--- src/midi_fader_cc_nrpn_translator_unit_defines.svh ---
// Assertion macros shared by the fader translator RTL.
// Included by the top level; no other dependencies.
`ifndef MIDI_FADER_CC_NRPN_TRANSLATOR_UNIT_DEFINES_SVH
`define MIDI_FADER_CC_NRPN_TRANSLATOR_UNIT_DEFINES_SVH

// Combinational check, sampled at every rising clock edge outside reset.
`define MFCN_ASSERT_NOW(lbl, clk, rstn, expr) \
  lbl: assert property (@(posedge clk) disable iff (!rstn) (expr)) \
    else $error("fader translator check failed");

// Implication check, sampled at every rising clock edge outside reset.
`define MFCN_ASSERT_IMP(lbl, clk, rstn, ante, cons) \
  lbl: assert property (@(posedge clk) disable iff (!rstn) (ante) |-> (cons)) \
    else $error("fader translator check failed");

`endif

--- src/mfcn_pkg.sv ---
// Package for the fader CC/NRPN translator: port and controller codes,
// register indexes, the job record passed from front to back, and queue sizing.
package mfcn_pkg;

  // Ports of the translator.
  localparam logic [1:0] PORT_FADER  = 2'd0;
  localparam logic [1:0] PORT_DAW    = 2'd1;
  localparam logic [1:0] PORT_PLUGIN = 2'd2;
  localparam logic [1:0] PORT_OTHER  = 2'd3;

  // Controller numbers.
  localparam logic [6:0] CC_VALUE_MSB = 7'd0;
  localparam logic [6:0] CC_VALUE_LSB = 7'd32;
  localparam logic [6:0] CC_TOUCH     = 7'd47;
  localparam logic [6:0] CC_NRPN_MSB  = 7'd99;
  localparam logic [6:0] CC_NRPN_LSB  = 7'd98;
  localparam logic [6:0] CC_DATA_LSB  = 7'd38;
  localparam logic [6:0] CC_DATA_MSB  = 7'd6;
  localparam logic [6:0] NRPN_PARAM_MSB = 7'd0;

  // Configuration port.
  localparam int unsigned CFG_IW = 2;
  localparam int unsigned CFG_DW = 7;
  localparam logic [CFG_IW-1:0] CFG_IDX_CHANNEL = 2'd0;
  localparam logic [CFG_IW-1:0] CFG_IDX_PARAM   = 2'd1;
  localparam logic [3:0] CHANNEL_RESET   = 4'd0;
  localparam logic [6:0] PARAM_LSB_RESET = 7'd1;

  // Job queue between front and back.
  localparam int unsigned FIFO_DEPTH = 2;
  localparam int unsigned FIFO_AW    = $clog2(FIFO_DEPTH);
  localparam int unsigned FIFO_CW    = $clog2(FIFO_DEPTH + 1);

  // Step counter of the back end: longest run is eight messages.
  localparam int unsigned STEP_W = 3;

  typedef enum logic [1:0] {
    JK_NRPN  = 2'd0,  // fader position to both hosts, eight messages
    JK_TOUCH = 2'd1,  // touch forwarded to both hosts, two messages
    JK_HOST  = 2'd2   // host position to fader, two messages
  } job_kind_e;

  typedef struct packed {
    logic [3:0] channel;
    logic [6:0] param_lsb;
  } cfg_t;

  typedef struct packed {
    job_kind_e  kind;
    logic [6:0] val_a;  // first value sent (already inverted where needed)
    logic [6:0] val_b;  // second value sent
  } job_t;

  typedef struct packed {
    logic               empty;
    logic               full;
    logic [FIFO_CW-1:0] count;
  } fifo_status_t;

endpackage

--- src/mfcn_front.sv ---
// Front end of the fader translator: accepts messages, tracks the fader and
// host pairing state, and pushes one job per message that produces output. Uses mfcn_pkg.
module mfcn_front import mfcn_pkg::*; (
  input  logic       clk_i,
  input  logic       rst_ni,
  input  cfg_t       cfg_i,
  input  logic       in_valid_i,
  output logic       in_stall_o,
  input  logic [1:0] src_port_i,
  input  logic [3:0] channel_i,
  input  logic       is_control_change_i,
  input  logic [6:0] cc_number_i,
  input  logic [6:0] data_value_i,
  input  logic       queue_full_i,
  output logic       push_o,
  output job_t       push_job_o
);

  logic [6:0] fader_msb_q, fader_msb_d;
  logic       fader_msb_valid_q, fader_msb_valid_d;
  logic [6:0] host_lsb_q, host_lsb_d;
  logic       host_lsb_valid_q, host_lsb_valid_d;
  logic       nrpn_selected_q, nrpn_selected_d;
  logic       accept;
  logic       hit;

  assign in_stall_o = queue_full_i;
  assign accept     = in_valid_i && !queue_full_i;
  assign hit        = is_control_change_i && (channel_i == cfg_i.channel);

  always_comb begin
    fader_msb_d       = fader_msb_q;
    fader_msb_valid_d = fader_msb_valid_q;
    host_lsb_d        = host_lsb_q;
    host_lsb_valid_d  = host_lsb_valid_q;
    nrpn_selected_d   = nrpn_selected_q;
    push_o            = 1'b0;
    push_job_o.kind   = JK_TOUCH;
    push_job_o.val_a  = data_value_i;
    push_job_o.val_b  = data_value_i;
    if (accept && hit) begin
      case (src_port_i)
        PORT_FADER: begin
          if (cc_number_i == CC_VALUE_MSB) begin
            fader_msb_d       = data_value_i;
            fader_msb_valid_d = 1'b1;
          end else if (cc_number_i == CC_VALUE_LSB && fader_msb_valid_q) begin
            push_o            = 1'b1;
            push_job_o.kind   = JK_NRPN;
            push_job_o.val_a  = ~data_value_i;
            push_job_o.val_b  = ~fader_msb_q;
            fader_msb_valid_d = 1'b0;
          end else if (cc_number_i == CC_TOUCH) begin
            push_o = 1'b1;
          end
        end
        PORT_DAW, PORT_PLUGIN: begin
          if (cc_number_i == CC_NRPN_LSB && data_value_i == cfg_i.param_lsb) begin
            nrpn_selected_d = 1'b1;
          end else if (cc_number_i == CC_DATA_LSB && nrpn_selected_q) begin
            host_lsb_d       = data_value_i;
            host_lsb_valid_d = 1'b1;
          end else if (cc_number_i == CC_DATA_MSB && host_lsb_valid_q) begin
            push_o           = 1'b1;
            push_job_o.kind  = JK_HOST;
            push_job_o.val_a = ~data_value_i;
            push_job_o.val_b = ~host_lsb_q;
            host_lsb_valid_d = 1'b0;
            nrpn_selected_d  = 1'b0;
          end
        end
        default: begin
        end
      endcase
    end
  end

  always_ff @(posedge clk_i or negedge rst_ni) begin
    if (!rst_ni) begin
      fader_msb_q       <= '0;
      fader_msb_valid_q <= 1'b0;
      host_lsb_q        <= '0;
      host_lsb_valid_q  <= 1'b0;
      nrpn_selected_q   <= 1'b0;
    end else begin
      fader_msb_q       <= fader_msb_d;
      fader_msb_valid_q <= fader_msb_valid_d;
      host_lsb_q        <= host_lsb_d;
      host_lsb_valid_q  <= host_lsb_valid_d;
      nrpn_selected_q   <= nrpn_selected_d;
    end
  end

endmodule

--- src/mfcn_fifo.sv ---
// Short job queue between the front and back ends of the fader translator.
// Uses mfcn_pkg for the job record and depth.
module mfcn_fifo import mfcn_pkg::*; (
  input  logic         clk_i,
  input  logic         rst_ni,
  input  logic         push_i,
  input  job_t         push_job_i,
  input  logic         pop_i,
  output job_t         head_o,
  output fifo_status_t status_o
);

  job_t               mem_q [FIFO_DEPTH];
  logic [FIFO_AW-1:0] wr_ptr_q, wr_ptr_d;
  logic [FIFO_AW-1:0] rd_ptr_q, rd_ptr_d;
  logic [FIFO_CW-1:0] count_q, count_d;

  assign head_o          = mem_q[rd_ptr_q];
  assign status_o.empty  = (count_q == '0);
  assign status_o.full   = (count_q == FIFO_CW'(FIFO_DEPTH));
  assign status_o.count  = count_q;

  always_comb begin
    wr_ptr_d = wr_ptr_q;
    rd_ptr_d = rd_ptr_q;
    count_d  = count_q;
    if (push_i) begin
      wr_ptr_d = (wr_ptr_q == FIFO_AW'(FIFO_DEPTH - 1)) ? '0 : wr_ptr_q + 1'b1;
    end
    if (pop_i) begin
      rd_ptr_d = (rd_ptr_q == FIFO_AW'(FIFO_DEPTH - 1)) ? '0 : rd_ptr_q + 1'b1;
    end
    if (push_i && !pop_i) begin
      count_d = count_q + 1'b1;
    end else if (pop_i && !push_i) begin
      count_d = count_q - 1'b1;
    end
  end

  always_ff @(posedge clk_i) begin
    if (push_i) begin
      mem_q[wr_ptr_q] <= push_job_i;
    end
  end

  always_ff @(posedge clk_i or negedge rst_ni) begin
    if (!rst_ni) begin
      wr_ptr_q <= '0;
      rd_ptr_q <= '0;
      count_q  <= '0;
    end else begin
      wr_ptr_q <= wr_ptr_d;
      rd_ptr_q <= rd_ptr_d;
      count_q  <= count_d;
    end
  end

endmodule

--- src/mfcn_back.sv ---
// Back end of the fader translator: walks the head job one message per cycle, unless
// the output stalls, into the output register. Uses mfcn_pkg.
module mfcn_back import mfcn_pkg::*; (
  input  logic         clk_i,
  input  logic         rst_ni,
  input  cfg_t         cfg_i,
  input  job_t         job_i,
  input  fifo_status_t status_i,
  output logic         pop_o,
  output logic         out_valid_o,
  input  logic         out_stall_i,
  output logic [1:0]   dest_port_o,
  output logic [3:0]   out_channel_o,
  output logic [6:0]   out_cc_number_o,
  output logic [6:0]   out_value_o,
  output logic         last_of_run_o
);

  logic [STEP_W-1:0] step_q, step_d;
  logic              out_valid_q, out_valid_d;
  logic [1:0]        dest_port_q;
  logic [3:0]        out_channel_q;
  logic [6:0]        out_cc_number_q;
  logic [6:0]        out_value_q;
  logic              last_of_run_q;
  logic              load_en;
  logic              advance;
  logic [1:0]        port_c;
  logic [6:0]        cc_c;
  logic [6:0]        val_c;
  logic              last_c;

  assign load_en = !out_valid_q || !out_stall_i;
  assign advance = load_en && !status_i.empty;

  // Message for the current step of the head job.
  always_comb begin
    port_c = PORT_FADER;
    cc_c   = CC_VALUE_MSB;
    val_c  = job_i.val_a;
    last_c = 1'b0;
    case (job_i.kind)
      JK_NRPN: begin
        port_c = step_q[2] ? PORT_PLUGIN : PORT_DAW;
        last_c = (step_q == '1);
        case (step_q[1:0])
          2'd0: begin
            cc_c  = CC_NRPN_MSB;
            val_c = NRPN_PARAM_MSB;
          end
          2'd1: begin
            cc_c  = CC_NRPN_LSB;
            val_c = cfg_i.param_lsb;
          end
          2'd2: begin
            cc_c  = CC_DATA_LSB;
            val_c = job_i.val_a;
          end
          default: begin
            cc_c  = CC_DATA_MSB;
            val_c = job_i.val_b;
          end
        endcase
      end
      JK_TOUCH: begin
        port_c = step_q[0] ? PORT_PLUGIN : PORT_DAW;
        cc_c   = CC_TOUCH;
        val_c  = job_i.val_a;
        last_c = step_q[0];
      end
      JK_HOST: begin
        port_c = PORT_FADER;
        cc_c   = step_q[0] ? CC_VALUE_LSB : CC_VALUE_MSB;
        val_c  = step_q[0] ? job_i.val_b : job_i.val_a;
        last_c = step_q[0];
      end
      default: begin
      end
    endcase
  end

  always_comb begin
    step_d      = step_q;
    out_valid_d = out_valid_q;
    pop_o       = 1'b0;
    if (load_en) begin
      out_valid_d = !status_i.empty;
    end
    if (advance) begin
      if (last_c) begin
        step_d = '0;
        pop_o  = 1'b1;
      end else begin
        step_d = step_q + 1'b1;
      end
    end
  end

  always_ff @(posedge clk_i or negedge rst_ni) begin
    if (!rst_ni) begin
      step_q      <= '0;
      out_valid_q <= 1'b0;
    end else begin
      step_q      <= step_d;
      out_valid_q <= out_valid_d;
    end
  end

  always_ff @(posedge clk_i) begin
    if (advance) begin
      dest_port_q     <= port_c;
      out_channel_q   <= cfg_i.channel;
      out_cc_number_q <= cc_c;
      out_value_q     <= val_c;
      last_of_run_q   <= last_c;
    end
  end

  assign out_valid_o     = out_valid_q;
  assign dest_port_o     = dest_port_q;
  assign out_channel_o   = out_channel_q;
  assign out_cc_number_o = out_cc_number_q;
  assign out_value_o     = out_value_q;
  assign last_of_run_o   = last_of_run_q;

endmodule

--- src/midi_fader_cc_nrpn_translator_unit.sv ---
// Fader CC/NRPN translator top level: config registers, front, job queue, back.
// The first message of a transaction passes through the job queue and then the output
// register before it is valid. The back end sends one message per cycle unless the
// output stalls; a fader position yields eight messages, touch and host positions two.
// Reset: asynchronous, active low; clears pairing state, queue, and output valid.
module midi_fader_cc_nrpn_translator_unit import mfcn_pkg::*; (
  input  logic              clk_i,
  input  logic              rst_ni,
  // Configuration write channel.
  input  logic              cfg_valid_i,
  output logic              cfg_ready_o,
  input  logic [CFG_IW-1:0] cfg_index_i,
  input  logic [CFG_DW-1:0] cfg_data_i,
  // Input message channel.
  input  logic              in_valid_i,
  output logic              in_stall_o,
  input  logic [1:0]        src_port_i,
  input  logic [3:0]        channel_i,
  input  logic              is_control_change_i,
  input  logic [6:0]        cc_number_i,
  input  logic [6:0]        data_value_i,
  // Output message channel.
  output logic              out_valid_o,
  input  logic              out_stall_i,
  output logic [1:0]        dest_port_o,
  output logic [3:0]        out_channel_o,
  output logic [6:0]        out_cc_number_o,
  output logic [6:0]        out_value_o,
  output logic              last_of_run_o
);

  `include "midi_fader_cc_nrpn_translator_unit_defines.svh"

  // Configuration registers. Writes are always taken. The host must write only while
  // idle, which the block does not enforce, so both halves see one consistent setting.
  cfg_t cfg_q, cfg_d;

  assign cfg_ready_o = 1'b1;

  always_comb begin
    cfg_d = cfg_q;
    if (cfg_valid_i) begin
      case (cfg_index_i)
        CFG_IDX_CHANNEL: cfg_d.channel   = cfg_data_i[3:0];
        CFG_IDX_PARAM:   cfg_d.param_lsb = cfg_data_i;
        default: begin
        end
      endcase
    end
  end

  always_ff @(posedge clk_i or negedge rst_ni) begin
    if (!rst_ni) begin
      cfg_q.channel   <= CHANNEL_RESET;
      cfg_q.param_lsb <= PARAM_LSB_RESET;
    end else begin
      cfg_q <= cfg_d;
    end
  end

  // The front end classifies each transaction and updates the fader and host pairing
  // state at once, so the next message can enter the following cycle unless the job
  // queue is full. Only messages that produce output leave a job in the queue.
  logic         push;
  job_t         push_job;
  logic         pop;
  job_t         head_job;
  fifo_status_t q_status;

  mfcn_front u_front (
    .clk_i               (clk_i),
    .rst_ni              (rst_ni),
    .cfg_i               (cfg_q),
    .in_valid_i          (in_valid_i),
    .in_stall_o          (in_stall_o),
    .src_port_i          (src_port_i),
    .channel_i           (channel_i),
    .is_control_change_i (is_control_change_i),
    .cc_number_i         (cc_number_i),
    .data_value_i        (data_value_i),
    .queue_full_i        (q_status.full),
    .push_o              (push),
    .push_job_o          (push_job)
  );

  mfcn_fifo u_fifo (
    .clk_i      (clk_i),
    .rst_ni     (rst_ni),
    .push_i     (push),
    .push_job_i (push_job),
    .pop_i      (pop),
    .head_o     (head_job),
    .status_o   (q_status)
  );

  // The back end expands the head job into its run of messages, one per
  // cycle, through a registered output stage that holds under stall.
  mfcn_back u_back (
    .clk_i           (clk_i),
    .rst_ni          (rst_ni),
    .cfg_i           (cfg_q),
    .job_i           (head_job),
    .status_i        (q_status),
    .pop_o           (pop),
    .out_valid_o     (out_valid_o),
    .out_stall_i     (out_stall_i),
    .dest_port_o     (dest_port_o),
    .out_channel_o   (out_channel_o),
    .out_cc_number_o (out_cc_number_o),
    .out_value_o     (out_value_o),
    .last_of_run_o   (last_of_run_o)
  );

  // The queue count never exceeds its depth.
  `MFCN_ASSERT_NOW(a_queue_bound, clk_i, rst_ni, q_status.count <= FIFO_CW'(FIFO_DEPTH))
  // Nothing is ever sent to the unused port code.
  `MFCN_ASSERT_IMP(a_dest_legal, clk_i, rst_ni, out_valid_o, dest_port_o != PORT_OTHER)
  // A run to the fader always ends on its LSB controller.
  `MFCN_ASSERT_IMP(a_fader_tail, clk_i, rst_ni,
                   out_valid_o && last_of_run_o && dest_port_o == PORT_FADER,
                   out_cc_number_o == CC_VALUE_LSB)
  // A run to the hosts always ends on the plugin port.
  `MFCN_ASSERT_IMP(a_host_tail, clk_i, rst_ni,
                   out_valid_o && last_of_run_o && dest_port_o != PORT_FADER,
                   dest_port_o == PORT_PLUGIN)

endmodule
--- config.mk ---
export PLATFORM = sky130hd
export DESIGN_NAME = midi_fader_cc_nrpn_translator_unit
export DESIGN_NICKNAME = d
export VERILOG_FILES = /design/src/mfcn_pkg.sv /design/src/mfcn_front.sv /design/src/mfcn_fifo.sv /design/src/mfcn_back.sv /design/src/midi_fader_cc_nrpn_translator_unit.sv
export VERILOG_INCLUDE_DIRS = /design/src /design/src/src
export SDC_FILE = /design/constraint.sdc
export NUM_CORES = 1
export LEC_CHECK = 0
export BUFFER_PORTS_ARGS = -buffer_cell sky130_fd_sc_hd__buf_4
export CORE_MARGIN = 5
export CORE_UTILIZATION = 58
export CTS_BUF_LIST = sky130_fd_sc_hd__clkbuf_16
export CTS_CLUSTER_DIAMETER = 50
export CTS_CLUSTER_SIZE = 20
export DETAILED_ROUTE_END_ITERATION = 8
export HOLD_SLACK_MARGIN = 0.12
export PLACE_DENSITY = 0.92
export SYNTH_ARGS = -nofsm -noshare
export SYNTH_HDL_FRONTEND = slang
export SYNTH_HIERARCHICAL = 1
export SYNTH_SLANG_ARGS = --single-unit
--- constraint.sdc ---
create_clock -name clk_i -period 3.95 [get_ports clk_i]
set_input_delay 0.1975 -clock clk_i [delete_from_list [all_inputs] [get_ports clk_i]]
set_output_delay 0.1975 -clock clk_i [all_outputs]
set_load 0.02 [all_outputs]
# Word-level counts from Yosys, hierarchy flattened
# Memory sizes are Yosys's and may differ from the RTL's.
# Index checks and enable logic that the tools add are counted.
dict set report totals {
  ram_bits 32
  n_memories 1
  elab_cells 120
  out_inout_bits 24
  regBits 57
  in_bits 35
}
dict set report classes {
  mux 40
  bitwise_logic 4
  n_reduce_logical 36
  add_sub_neg 5
  n_eq_ne 17
}
# name words word_bits read_ports rd_ports_with_merged_regs wr line
set mem_list {}
lappend mem_list {u_fifo.mem_q 2 16 1 0 1 mfcn_fifo.sv:13} ;# job_t mem_q [FIFO_DEPTH];
# operator count
set ops {}
lappend ops {{$mux 16} 5}
lappend ops {{$pmux 7 s3} 3}
lappend ops {{$pmux 16 s2} 1}
lappend ops {{$eq 7x6->1 const B} 3}
lappend ops {{$not 7->7} 3}
lappend ops {{$mux 1} 19}
lappend ops {{$mux 15} 1}
lappend ops {{$pmux 7 s2} 1}
lappend ops {{$reduce_and 4->1} 3}
lappend ops {{$logic_and 1x1->1} 10}
lappend ops {{$logic_not 2->1} 5}
lappend ops {{$eq 2x1->1 const B} 4}
lappend ops {{$eq 2x2->1 const B} 4}
lappend ops {{$mux 2} 4}
lappend ops {{$reduce_bool 2->1} 4}
lappend ops {{$eq 7x3->1 const B} 1}
lappend ops {{$eq 7x7->1} 1}
lappend ops {{$eq 7x7->1 const B} 1}
lappend ops {{$logic_not 7->1} 1}
lappend ops {{$mux 7} 1}
lappend ops {{$logic_not 1->1} 6}
lappend ops {{$mux 6} 1}
lappend ops {{$reduce_and 3->1} 2}
lappend ops {{$eq 4x4->1} 1}
lappend ops {{13 further kinds} 17}

# Depth between registers and ports, before layout
# Gate-level depths: netlist (run 1).
dict set report depth {
  word_depth 11
  ltp_mapped 12
  mapped_depth_nobuf 10
}

# Modules after synthesis
# The synthesis (run 1) kept the hierarchy.
# module n_inst cells_each area_each_um2 seq_area_each_um2
set by_module_without_submodules {}
lappend by_module_without_submodules {mfcn_fifo 1 66 1392.6 1061.0}
lappend by_module_without_submodules {mfcn_back 1 114 1342.5 700.7}
lappend by_module_without_submodules {mfcn_front 1 113 1287.5 425.4}
lappend by_module_without_submodules {midi_fader_cc_nrpn_translator_unit 1 26 450.4 276.5}

# Worst setup path after synthesis (run 1)
# OpenSTA, ideal clock, no wires.
dict set report synth_timing {
  kind {reg2reg}
  from {reg u_fifo.count_q[1]}
  to {mem u_fifo/mem_q[0][0] (netlist bit) (enable)}
  path_slack_ps 1202
  path_stages_with_launch 7
  period_less_slack_ps 2748
  arrival_time_ps 2358
  n_path_buf 0
  required_ps 3560
  setup_ps 390
  cell_sequence {dfrtp_1 nor2b_1 nor2b_1 nand3_1 nor3_2 o21a_1 nor2b_1}
}
# item line
set synth_lines {}
lappend synth_lines {{start, declared} mfcn_fifo.sv:16} ;# logic [FIFO_CW-1:0] count_q, count_d;
lappend synth_lines {{start signal, assigned} mfcn_fifo.sv:54} ;# count_q <= count_d;
lappend synth_lines {{end, declared} mfcn_fifo.sv:13}

==> impl_metrics.ini, run 1 <==
[run_status]
outcome = complete, no violations

[timing]
finClkSkew_ns = 0.0119
finalHoldViolCount = 0
slew_viol_final = 0
max_freq_mhz = 328
worst_hold_slack_ns = 0.164
period_share_pct = 77.2
rsz0062_at_grt = false
max_slew_margin_pct = 41.7
setup_viol = 0
setup_tns_ns = 0
fin_crit_ns = 3.05
worst_pin_slew_ns = 0.874

[power_and_ir_drop]
powerDensity_mw_per_mm2 = 554
leakage_nw = 2.25
peakVddDrop_mv = 0.276

[global_route]
antenna_found_initial = 0
globalRouteOverflowTotal = 0
grt_pass1_wl_mm = 15.7
grt_max_degree = 37
first_global_vias = 2991
grt_use_total_pct = 20.6

[worst_setup_path]
critPathCaptureType = flip-flop
worstSetupPathType = flip-flop to flip-flop
startpoint_type = flip-flop
critPathMaxFanout = 13
crit_arrival_ns = 3.29
critPathRequiredTime_ns = 4.19

[layout]
area_growth_pct = 18.7
final_util_pct = 69.8
layout-drive-gt1-share_pct = 34.4
fillers = 512
final_area_mm2 = 0.00531
antenna_cells = 0
num-nets-final = 434

[routing]
drc = 0
num_vias = 3020
drt_first_iter_violations = 238
drt_first_pass_iters = 5
wl_mm = 9.79
wl_per_cell_um = 19.9
avgViaCountPerCell = 6.14
drtAntennaViolNets = 0

[yosys]
ys_seq_area_share_pct = 55.1
syn_nets = 368
synth_warnings = 6
synthArstFlopShare_pct = 40.9
avgSynthCellArea_um2 = 14.0
synthesis.area_mm2 = 0.00447
ys_seq_elements = 88
synth_top_cell_by_area = edfxtp_1
synth_area_leaders = edfxtp_1, dfrtp_1, mux2_2, mux2_4, ha_1
netlist-cell-type-count = 55
syn_inst = 319
ys.flop_type = edfxtp_1
yosysTopAreaCellShare_pct = 34.9
synth_edf_count = 52

[clock_network]
clk_pin_slew_ns = 0.06
cts_sinks = 88
htree_num_levels = 3
clockRootBuffer = clkbuf_16
cts_buffers = 9
cts-resized-gates = 0
clk_latency_ns = 0.34
cts_max_path_buffers = 2
cts_tree = built

[worst_hold_path]
hold_path.class = input pin to flip-flop

[die]
die_w_um = 97.8
design.die.area_mm2 = 0.00957
die_h_um = 97.8
initial_core_util_pct = 58.8
ios = 59
coreArea_mm2 = 0.00761
num_rows = 32

[placement]
postPlaceCellArea_mm2 = 0.00494
portBuffers = 56
routabilityCongestion = 0.875
place.detailed.hpwl_mm = 6.76

[flow_run]
cap_viol_max_count = 0
==> metrics by stage <==
stage	setup WS [ns]	instances	power, mW
2_1_floorplan	1.20	319	1.89
3_3_place_gp	1.19	467	2.12
3_5_place_dp	1.12	467	2.15
4_1_cts	1.01	492	2.93
5_1_grt	0.803	492	3.07
6_report	0.899	492	2.94
==> state kept, by name (all words and copies together), names as in the netlist, 2 cells and up <==
signal / flops
u_front/host_lsb_q: 7
cfg_q: 11
u_back/dest_port_o: 2
u_back/step_q: 3
u_front/fader_msb_q: 7
u_back/out_cc_number_o: 6
u_fifo/mem_q: 32
u_back/out_channel_o: 4
u_back/out_value_o: 7
u_fifo/count_q: 2
==> worst paths after layout <==
kind                                  from                       to  slack, ns  depth (start not counted)
min reg2reg                       cfg_q[7]  u_back/out_channel_o[0]       0.50                          0
min in group asynchronous           rst_ni                 cfg_q[8]       0.37                          2
max in group asynchronous           rst_ni                 cfg_q[0]       3.20                          2
min                        data_value_i[2]   u_front/fader_msb_q[2]       0.16                          2
max reg2reg                u_fifo/rd_ptr_q        u_fifo/count_q[1]       0.90                         10
max                        u_fifo/rd_ptr_q        u_fifo/count_q[1]       0.90                         10
==> placed cells by master, fill, tap and decap left out, types with 4 or more instances in the layout <==
cell / count
a21oi_1: 4
a221oi_1: 7
a22o_1: 8
a22oi_1: 7
buf_4: 58
clkbuf_16: 9
dfrtp_1: 35
dlygate4sd3_1: 9
edfxtp_1: 52
ha_1: 14
inv_1: 14
mux2_2: 28
mux2_4: 20
mux2i_1: 7
nand2_1: 10
nand3_1: 5
nor2_1: 5
nor2b_1: 4
nor3_1: 5
o21ai_0: 16
o21ai_1: 4
o22ai_1: 9
xnor2_1: 7
xor2_1: 9
==> Yosys cell counts, types with 3 or more instances <==
cell and n:
nor2b_1 4, nand3_1 5, a22o_1 8, a221oi_1 7, xor2_1 9, mux2i_1 7
dfrtp_1 35, buf_4 3, inv_1 13, buf_2 3, mux2_4 20, o21ai_1 4
o21ai_0 16, ha_1 14, mux2_2 28, a22oi_1 7, nor3_1 5, xnor2_1 7
edfxtp_1 52, nor2_1 5, o22ai_1 9, nand2_1 10, a21oi_1 4
==> report_power, final <==
part	switching, mW	internal [mW]	total, mW
clock network	0.350	0.426	0.777
logic	0.480	0.411	0.891
registers	0.123	1.15	1.27
total	0.954	1.99	2.94
==> logic make-up after synthesis <==
family                     after synthesis  synth area share [%]
muxes                                   55                  15.3
adders and majority gates               14                  3.92
buffers and inverters                   26                  3.22
and+or+nand+nor                         53                  8.92
other                                    2                 0.168
xor gates and xnor gates                16                  3.13
AOI/OAI and AO/OA                       65                  10.2
DFF                                     88                  55.1
==> cell type report <==
type / count / area [um2] / area share [%]
clock buffer: 9 / 225 / 4.24
multi-input combinational: 205 / 1870 / 35.1
timing repair buffer: 67 / 526 / 9.90
clock inverter: 7 / 47.5 / 0.896
tap: 102 / 128 / 2.40
inverter: 14 / 52.6 / 0.990
sequential: 88 / 2460 / 46.4
==> worst max-delay path: stages (launching register included) <==
cell	delay, ns
dfrtp_1	0.62
mux2_2	0.43
inv_1	0.14
ha_1	0.45
a22oi_4	0.10
nor3_1	0.40
inv_1	0.09
ha_1	0.21
xor2_1	0.17
nor2_1	0.14
xor2_1	0.20
==> per-layer routing <==
metal	up-vias	global-route usage (%)	wire length, um
met5	-	0	0
met4	0	8.41	182
met3	15	3.14	643
met2	158	34.6	5080
met1	1505	26.7	3890
li1	1342	-	-
==> repair_timing <==
| item | 4_1_cts | 5_1_grt |
|---|---|---|
| hold buffers | 9 | 0 |
| endpoints found under the hold margin | 46 | 0 |
| buffers inserted | 0 | 0 |
No activity file was read; power rests on OpenSTA's default activity.
==> inputs of run 2 (changes only) <==
clock period = 3.15 ns   (was 3.95 ns; I/O delays follow)
==> impl_metrics.ini, run 2 (synthesis results as in run 1) <==
[global_route]
globalRouteOverflowTotal = 0
antenna_found_initial = 0
first_global_vias = 3038
grt_max_degree = 37
grt_use_total_pct = 21.3
grt_pass1_wl_mm = 16.2

[worst_setup_path]
critPathMaxFanout = 16
worstSetupPathType = flip-flop to flip-flop
reg2reg_depth = 8
slowest_delay_ns = 0.40
path_common_cell = nor2b_1
r2r_end = u_fifo/mem_q[0][15]
worstReg2RegStart = u_fifo/count_q[1]
path_cells = nor2b_1, nor2b_1, nand3_1, nor3_2, buf_4, o21a_1, nor2b_1, buf_4
critPathCaptureType = flip-flop
startpoint_type = flip-flop
crit_slowest_cell = dfrtp_1
critPathRequiredTime_ns = 3.17
rrSetupSlack_ns = 0.68
crit_arrival_ns = 2.49

[clock_network]
cts_hold_buf = 14
cts_max_path_buffers = 2
clockRootBuffer = clkbuf_16
clk_pin_slew_ns = 0.06
post-cts-setup-buffers = 0
clk_latency_ns = 0.34
cts-resized-gates = 0
cts_buffers = 9
cts_sinks = 88
cts_tree = built
htree_num_levels = 3

[layout]
num-nets-final = 443
final_util_pct = 71.1
area_growth_pct = 20.9
reg_top3 = u_fifo/mem_q x32, cfg_q x11
fillers = 482
largest_register_ffs = 32
final_common_cell = buf_4
layout_common_cells = buf_4, edfxtp_1, dfrtp_1
layout-drive-gt1-share_pct = 34.6
antenna_cells = 0
top_register = u_fifo/mem_q

[timing]
max_freq_mhz = 406
max_slew_margin_pct = 42.2
rsz0062_at_grt = false
finClkSkew_ns = 0.0103
fin_crit_ns = 2.47
slew_viol_final = 0
setup_viol = 0
finalHoldViolCount = 0
period_share_pct = 78.3
setup_tns_ns = 0
worst_pin_slew_ns = 0.866

[die]
coreArea_mm2 = 0.00761
ios = 59
die_w_um = 97.8
die_h_um = 97.8
num_rows = 32
initial_core_util_pct = 58.8
design.die.area_mm2 = 0.00957

[run_status]
outcome = complete, no violations

[placement]
routabilityCongestion = 0.917
place.detailed.hpwl_mm = 6.77
portBuffers = 56

[flow_run]
cap_viol_max_count = 0

[routing]
wl_met1_mm = 4.00
wl_met2_mm = 5.09
drtAntennaViolNets = 0
drt_first_iter_violations = 255
wl_met3_um = 597
top_layer = met4
num_vias = 3049
drc = 0
drt_first_pass_iters = 5
avgViaCountPerCell = 6.09
wl_mm = 9.82
wl_per_cell_um = 19.6

[worst_hold_path]
hold_start = data_value_i[2]
whs_path_depth = 2
hold_path.class = input pin to flip-flop
worstHoldEndpoint = u_front/fader_msb_q[2]

[power_and_ir_drop]
leakage_nw = 2.30
peakVddDrop_mv = 0.341
powerDensity_mw_per_mm2 = 694
==> run 2: cell types whose count changed in the layout (fill, tap and decap cells not counted), sizes merged <==
cell         delta
dlygate4sd3     +5
clkbuf          +1
clkinv          -1
buf             +4
==> run 2: worst max path at each step <==
stage                           start                  end  slack [ns]  cells past startpoint
floorplan           u_fifo/count_q[1]   u_fifo/mem_q[0][0]        0.40                      6
global placement    u_fifo/count_q[1]  u_fifo/mem_q[0][15]        0.79                      8
detailed placement  u_fifo/count_q[1]  u_fifo/mem_q[0][13]        0.72                      8
CTS                 u_fifo/count_q[1]  u_fifo/mem_q[0][15]        0.69                      8
global route                 cfg_q[7]  u_fifo/mem_q[0][15]        0.52                      7
finish              u_fifo/count_q[1]  u_fifo/mem_q[0][15]        0.68                      8
==> run 2: final cells by class <==
| class | count | area, um2 | area share [%] |
|---|---|---|---|
| clock buffer | 10 | 250 | 4.63 |
| clock inverter | 6 | 42.5 | 0.787 |
| inverter | 14 | 52.6 | 0.972 |
| multi-input combinational | 205 | 1870 | 34.5 |
| sequential | 88 | 2460 | 45.6 |
| tap | 102 | 128 | 2.36 |
| timing repair buffer | 76 | 606 | 11.2 |
==> run 2: critical path: cells and delay by family, from the launching register on <==
kind,cells,cell delay (ns)
simple gates,5,1.08
buf+inv,2,0.44
flops,1,0.40
compound gates,1,0.22
==> run 2: metrics by stage <==
stage / worst slack (ns) / hold slack, ns / cells / cell area, um2 / power, mW
after floorplan: 0.402 / -0.138 / 319 / 4470 / 2.37
after global placement: 0.791 / 0.145 / 471 / 4970 / 2.66
after detailed placement: 0.721 / 0.149 / 471 / 4970 / 2.70
after CTS: 0.695 / 0.120 / 501 / 5410 / 3.74
after global routing: 0.525 / 0.127 / 501 / 5410 / 3.90
final: 0.685 / 0.126 / 501 / 5410 / 3.75
==> run 2: routing by layer <==
layer  global-route usage [%]  vias up
met5                        0        -
met4                     6.07        0
met3                     4.36       16
met2                     35.1      141
met1                     28.7     1525
li1                         -     1367
==> run 2: where the power goes <==
| part | internal (mW) | switching (mW) |
|---|---|---|
| clock network | 0.584 | 0.441 |
| registers | 1.44 | 0.103 |
| logic | 0.528 | 0.651 |
